### config.mk
export PLATFORM = sky130hd
export DESIGN_NAME = rbcq_div
export DESIGN_NICKNAME = d
export VERILOG_FILES = /design/src/rtl/rbcq_div.sv
export SDC_FILE = /design/constraint.sdc
export NUM_CORES = 1
export LEC_CHECK = 0
export BUFFER_PORTS_ARGS = -buffer_cell sky130_fd_sc_hd__buf_2
export CAP_MARGIN = 25
export CORE_ASPECT_RATIO = 0.7
export CORE_MARGIN = 10
export CORE_UTILIZATION = 40
export DETAILED_ROUTE_END_ITERATION = 12
export PLACE_DENSITY = 0.76
export SLEW_MARGIN = 20
export SYNTH_ARGS = -nofsm -noshare
export SYNTH_HDL_FRONTEND = slang
export SYNTH_SLANG_ARGS = --single-unit
### constraint.sdc
create_clock -name clk_i -period 2.6 [get_ports clk_i]
set_input_delay 0.13 -clock clk_i [delete_from_list [all_inputs] [get_ports clk_i]]
set_output_delay 0.13 -clock clk_i [all_outputs]
set_load 0.01 [all_outputs]
### src/rtl/rbcq_div.sv
// restoring divider, one quotient bit per cycle
// no dependencies; used for the crop step computation

module rbcq_div #(
  parameter int NW  = 33,
  parameter int DVW = 9
) (
  input  logic           clk_i,
  input  logic           rst_ni,
  input  logic           start_i,
  input  logic [NW-1:0]  dividend_i,
  input  logic [DVW-1:0] divisor_i,
  output logic [NW-1:0]  quot_o,
  output logic           done_o
);

  localparam int CNTW = $clog2(NW + 1);

  logic            busy_q, done_q;
  logic [CNTW-1:0] cnt_q;
  logic [DVW-1:0]  rem_q, div_q;
  logic [NW-1:0]   quo_q;
  logic [DVW:0]    rem_sh, rem_nx;
  logic            ge;

  always_comb begin
    rem_sh = {rem_q, quo_q[NW-1]};
    ge     = rem_sh >= {1'b0, div_q};
    rem_nx = ge ? rem_sh - {1'b0, div_q} : rem_sh;
  end

  always_ff @(posedge clk_i or negedge rst_ni) begin
    if (!rst_ni) begin
      busy_q <= 1'b0;
      done_q <= 1'b0;
      cnt_q  <= '0;
    end else if (start_i) begin
      busy_q <= 1'b1;
      done_q <= 1'b0;
      cnt_q  <= '0;
    end else if (busy_q) begin
      cnt_q <= cnt_q + CNTW'(1);
      if (cnt_q == CNTW'(NW - 1)) begin
        busy_q <= 1'b0;
        done_q <= 1'b1;
      end
    end else begin
      done_q <= 1'b0;
    end
  end

  always_ff @(posedge clk_i) begin
    if (start_i) begin
      quo_q <= dividend_i;
      rem_q <= '0;
      div_q <= divisor_i;
    end else if (busy_q) begin
      quo_q <= {quo_q[NW-2:0], ge};
      rem_q <= rem_nx[DVW-1:0];
    end
  end

  assign quot_o = quo_q;
  assign done_o = done_q;

endmodule

==> results of run 1 <==
layer usage:
metal | global-route usage | vias to the layer above | routed length, um | share of wire
met1 | 0.154 | 1001 | 3020 | 0.45
met4 | 0.0352 | 0 | 61 | 0.0092
met2 | 0.178 | 54 | 3030 | 0.46
met5 | 0 | - | 0 | 0
li1 | - | 1034 | - | -
met3 | 0.0686 | 7 | 540 | 0.081
critical path: stages, from the launching register on:
cell      delay, ps
edfxtp_1        380
inv_1            80
ha_1            160
inv_1            50
fa_2            370
a211oi_4        300
o21ai_2         150
a211oi_4        340
buf_6           180
mux2i_1         220
a211oi_2         90
area by class of cell:
| type | count | area share |
|---|---|---|
| repair buffers | 96 | 0.148 |
| well taps | 98 | 0.0326 |
| multi-input cells | 142 | 0.321 |
| clock inverters | 5 | 0.00799 |
| clock buffers | 11 | 0.0376 |
| inverters | 16 | 0.0160 |
| flip-flops and latches | 59 | 0.437 |
synthesized netlist by cell type (all sizes together) (2+ instances only):
cell | number | share of area
a211o | 2 | 0.0060
a211oi | 7 | 0.026
a21o | 2 | 0.0051
a21oi | 7 | 0.013
a311oi | 5 | 0.015
buf | 5 | 0.0094
clkbuf | 5 | 0.0064
dfrtp | 8 | 0.068
dfxtp | 9 | 0.061
edfxtp | 42 | 0.43
ha | 11 | 0.047
inv | 16 | 0.020
mux2 | 32 | 0.12
mux2i | 6 | 0.020
nand2 | 9 | 0.012
nand2b | 3 | 0.0064
nand3 | 6 | 0.010
nand4 | 3 | 0.0064
nor2 | 17 | 0.022
nor2b | 3 | 0.0064
o211ai | 2 | 0.0051
o21ai | 2 | 0.0047
xor2 | 8 | 0.024
state kept, by name, indices dropped and copies added (netlist names):
| name | flops |
|---|---|
| busy_q | 1 |
| cnt_q | 6 |
| div_q | 9 |
| done_o | 1 |
| quot_o | 33 |
| rem_q | 9 |
repair_timing:
action,in CTS,in global routing
hold endpoints to repair,17,0
resized for setup,0,5
setup endpoints to repair,0,7
setup buffers,0,0
hold buffers,10,0
power by group through the flow:
stage	clock network (mW)	registers, mW	logic (mW)
detailed placement	0	1.26	0.975
global placement	0	1.26	0.949
global route	0.793	1.27	1.13
finish	0.730	1.25	1.02
floorplan	0	1.28	0.686
CTS	0.756	1.25	0.994
through the flow:
step	setup WS (ps)	cells	instance area, um^2
finish	155	427	3760
global route	20.9	427	3760
CTS	44.7	427	3730
detailed placement	59.2	401	3460
global placement	151	401	3460
floorplan	149	227	2930
logic make-up after synthesis:
family,synth area share
AOI/OAI and AO/OA,0.0968
xor gates and xnor gates,0.0269
adders and majority gates,0.0537
buffers and inverters,0.0362
DFF,0.559
muxes,0.143
and+or+nand+nor,0.0836
worst min-delay path by stage:
stage / start / to / slack [ps]
floorplan: rst_ni / busy_q / -170
global placement: rst_ni / cnt_q[1] / -20
detailed placement: rst_ni / cnt_q[1] / -20
CTS: dividend_i[4] / quot_o[4] / 70
global route: dividend_i[10] / quot_o[10] / 70
finish: dividend_i[13] / quot_o[13] / 80
==> qor.yml, run 1 <==
hold_path:
  whs_path_depth: 2
  hp-class: "input pin to flop"
yosys:
  ys_seq_area_frac: 0.559
  ys_ff_latch: 59
  ys_types: 45
  synthArstFlopShare: 0.136
  syn_area_per_cell_um2: 12.9
  synth_ff_type: "edfxtp_1"
  synth.net_count: 284
  synth_cells: 227
  synth_edf_count: 42
  syn-cell-area_mm2: 0.00293
  yosys_warnings: 0
sta:
  finalSetupTns_ps: 0
  slew_violations: 0
  setup_viol: 0
  rsz0062_at_grt: "false"
  post-route-period-util: 0.940
  max_freq_ghz: 0.409
  hold_viol_final: 0
  clock_skew_ps: 11.7
  period_minus_slack_ps: 2440
  holdWs_ps: 81.8
  relSlewSlack: 0.724
  worstMarginPinSlew_ps: 414
power_and_ir_drop:
  seqPwrFrac: 0.417
  power.share.combinational: 0.340
  total_power_mw: 3.00
  switching_power_mw: 0.988
  switching_share: 0.330
  clkPwrFrac: 0.243
  p_leak_nw: 1.66
  p_int_mw: 2.01
  power_density_mw_per_mm2: 798
  ir_drop_mv: 0.427
cts:
  clock-sinks: 59
  root_buffer: "clkbuf_8"
  clk_pin_slew_ps: 70
  htree_levels: 3
  cts_tree: "yes"
  clock_path_buffers: 2
  insertion_delay_ps: 340
  cts_made_buffers: 9
route:
  vias_per_cell: 4.91
  vias: 2096
  drc: 0
  drtIter0Drc: 102
  antenna_left: 0
  drt_first_pass_iters: 5
  wl_per_cell_um: 15.6
  wirelength_mm: 6.65
finish:
  post-route-util: 0.520
  regArea_mm2: 0.00164
  num-fill-cells: 655
  final_common_cell: "buf_2"
  final_cell_mix: "buf_2, edfxtp_1, mux2_2, nor2_1, inv_1"
  nets: 381
  synthToLayoutAreaGrowth_pct: 28.0
  antenna_cells: 0
  drive_gt1_frac: 0.441
  multi_input_area_mm2: 0.00121
setup_path:
  regToRegEndpoint: "rem_q[6]"
  r2r_slack_ps: 160
  cp-startpoint: "quot_o[32]"
  crit_required_ps: 2810
  crit_path_max_fanout: 5
  r2r_start: "quot_o[32]"
  crit_path_end: "rem_q[6]"
  crit_path_end_kind: "flop"
  reg2regPathDepth: 10
  startpoint_type: "flop"
  crit_type: "flop to flop"
  crit_arrival_ps: 2660
grt:
  overflow: 0
  grt_pass1_wl_mm: 10.9
  grt_max_degree: 33
  grt_pass1_vias: 2225
  antenna_found_initial: 0
  grt_use_total: 0.123
placement:
  dp_hpwl_mm: 4.83
  place_congestion: 0.826
  portBuffers: 78
floorplanning:
  ioPinCount: 79
  die_h_um: 91.7
  die_x_um: 122
  initial_core_util: 0.406
  die_area_mm2: 0.0112
  core.rowCount: 26
  core_area_mm2: 0.00722
run_status:
  run_status: "completed"
run:
  maxCapViolations: 0
Note: power is estimated with default switching activity, not from simulation.
==> run 2: changes to the inputs <==
==> constraint.sdc (replaced) <==
create_clock -name clk_i -period 2.25 [get_ports clk_i]
set_input_delay 0.1125 -clock clk_i [delete_from_list [all_inputs] [get_ports clk_i]]
set_output_delay 0.1125 -clock clk_i [all_outputs]
set_load 0.01 [all_outputs]
==> run 2 against run 1 <==
The run now ends with setup timing left. Die area unchanged. Hold slack worse by 35 ps. Sequential share of layout area down 1.1 points. Critical path type unchanged. Highest routed layer unchanged.
==> qor.yml, run 2 (synthesis gave the netlist of run 1 again) <==
run_status:
  run_status: "finished, violations left"  # was completed
  violations: "setup timing"
power_and_ir_drop:
  clkPwrFrac: 0.268  # was 0.243
  seqPwrFrac: 0.388  # was 0.417
  switching_share: 0.329  # was 0.330
  switching_power_mw: 1.22  # was 0.988 mW
  ir_drop_mv: 0.659  # was 0.427 mV
  power.share.combinational: 0.343  # was 0.340
  p_int_mw: 2.49  # was 2.01 mW
  power_density_mw_per_mm2: 965  # was 798 mW/mm^2
  p_leak_nw: 1.71  # was 1.66 nW
grt:
  gr-usage-met1: 0.151  # was 0.154
  grt_use_met3: 0.0674  # was 0.0686
  grt_pass1_vias: 2297  # was 2225
  grt_max_degree: 32  # was 33
  grt_pass1_wl_mm: 11.5  # was 10.9 mm
  grt_use_total: 0.129  # was 0.123
  top_usage_layer: "met2"  # unchanged
  overflow: 0  # unchanged
  grtUsageMet2: 0.201  # was 0.178
  antenna_found_initial: 0  # unchanged
finish:
  final_common_cell: "buf_2"  # unchanged
  num-fill-cells: 651  # was 655
  nets: 385  # was 381
  largest_reg_flops: 33  # unchanged
  fin_cells: 431  # was 427
  final_cell_mix: "buf_2, edfxtp_1, mux2_2, nor2_1, inv_1"  # unchanged
  antenna_cells: 0  # unchanged
  synthToLayoutAreaGrowth_pct: 31.3  # was 28.0%
  drive_gt1_frac: 0.453  # was 0.441
setup_path:
  crit_path_end_kind: "flop"  # unchanged
  crit_arrival_ps: 2530  # was 2660 ps
  crit_required_ps: 2500  # was 2810 ps
  startpoint_type: "flop"  # unchanged
  crit_type: "flop to flop"  # unchanged
  crit_path_max_fanout: 2  # was 5
cts:
  insertion_delay_ps: 360  # was 340 ps
  clk_pin_slew_ps: 70  # about the same
  root_buffer: "clkbuf_8"  # unchanged
  clock_path_buffers: 2  # unchanged
  clock-sinks: 59  # unchanged
  cts_tree: "yes"  # unchanged
  htree_levels: 3  # unchanged
  cts_made_buffers: 9  # unchanged
sta:
  hold_viol_final: 0  # unchanged
  holdWs_ps: 47.0  # was 81.8 ps
  max_freq_ghz: 0.438  # was 0.409 GHz
  setup_viol: 3  # was 0
  post-route-period-util: 1.01  # was 0.940
  relSlewSlack: 0.760  # was 0.724
  rsz0062_at_grt: "true"  # was false
  slew_violations: 0  # unchanged
  clock_skew_ps: 8.81  # was 11.7 ps
  setup_slack_ps: -30.7  # was 155 ps
  worstMarginPinSlew_ps: 355  # was 414 ps
  period_minus_slack_ps: 2280  # was 2440 ps
floorplanning:
  core.rowCount: 26  # unchanged
  die_x_um: 122  # unchanged
  die_h_um: 91.7  # unchanged
  initial_core_util: 0.406  # unchanged
  core_area_mm2: 0.00722  # unchanged
  die_area_mm2: 0.0112  # unchanged
  ioPinCount: 79  # unchanged
route:
  vias_per_cell: 5.02  # was 4.91
  drt_first_pass_iters: 4  # was 5
  wirelength_mm: 7.01  # was 6.65 mm
  drc: 0  # unchanged
  drtIter0Drc: 107  # was 102
  wl_per_cell_um: 16.3  # was 15.6 um
  vias: 2163  # was 2096
  antenna_left: 0  # unchanged
placement:
  dp_cells: 404  # was 401
  place_congestion: 0.841  # was 0.826
  dp_hpwl_mm: 5.03  # was 4.83 mm
  portBuffers: 78  # unchanged
hold_path:
  hp-class: "input pin to flop"  # unchanged
run:
  maxCapViolations: 0  # unchanged
## run 2: changes by cell type in the layout (fill, tap and decap cells not counted), moves of 2 or more
cell / delta
buf_4: +2
buf_12: +3
inv_1: -2
clkinv_4: +2
inv_2: +2
## run 2: final timing paths
check | from | slack, ps | cells after the start | to
worst max-delay path | quot_o[32] | -30 | 10 | rem_q[8]
worst max register to register | quot_o[32] | -30 | 10 | rem_q[8]
worst min register to register | rem_q[5] | 510 | 2 | rem_q[5]
worst min-delay path | dividend_i[15] | 50 | 2 | quot_o[15]
min in group asynchronous | rst_ni | 120 | 2 | busy_q
max in group asynchronous | rst_ni | 1970 | 2 | cnt_q[0]
## run 2: worst max-delay path, cell delays in order, from the launching register on
cell	delay [ps]
edfxtp_1	400
inv_2	100
ha_4	140
inv_2	30
fa_2	360
a211oi_4	250
o21ai_2	100
buf_4	160
a311oi_2	270
a311oi_1	90
o221a_2	260
## run 2: metrics by stage
| stage | power, mW | setup TNS, ps | cell area, um^2 | util | setup slack, ps |
|---|---|---|---|---|---|
| after detailed placement | 2.67 | -87.0 | 3520 | 0.488 | -70.5 |
| after global routing | 3.92 | -898 | 3850 | 0.533 | -135 |
| after CTS | 3.72 | -21.8 | 3850 | 0.533 | -14.0 |
| after floorplan | 2.27 | -239 | 2940 | - | -52.3 |
| final | 3.72 | -60.2 | 3850 | 0.533 | -30.7 |
| after global placement | 2.63 | 0 | 3520 | 0.488 | 58.7 |
## run 2: layer usage
metal	wire, um	up-vias
met5	0	-
met4	70	0
met3	516	12
met2	3330	62
met1	3100	1047
li1	-	1042
## run 2: area by class of cell
| type | count | area [um^2] | area share |
|---|---|---|---|
| Clock buffer | 10 | 138 | 0.0357 |
| Tap cell | 98 | 123 | 0.0318 |
| Sequential cell | 59 | 1640 | 0.426 |
| Clock inverter | 6 | 65.1 | 0.0169 |
| Timing Repair Buffer | 100 | 618 | 0.160 |
| Multi-Input combinational cell | 142 | 1210 | 0.313 |
| Inverter | 16 | 60.1 | 0.0156 |
## run 2: power by group through the flow
| stage | Clock, mW | Combinational [mW] | Sequential, mW |
|---|---|---|---|
| floorplan | 0 | 0.795 | 1.48 |
| global placement | 0 | 1.18 | 1.46 |
| detailed placement | 0 | 1.20 | 1.46 |
| CTS | 1.02 | 1.26 | 1.44 |
| global route | 1.06 | 1.39 | 1.47 |
| finish | 0.998 | 1.28 | 1.44 |
## run 2: what timing repair did
item                                   in CTS  in global routing
gates cloned                                0                  0
pin swaps                                   1                  0
resized for setup                           5                  0
hold buffers                               10                  0
setup endpoints to repair                   7                 10
endpoints found under the hold margin      17                  0
setup buffers                               1                  0
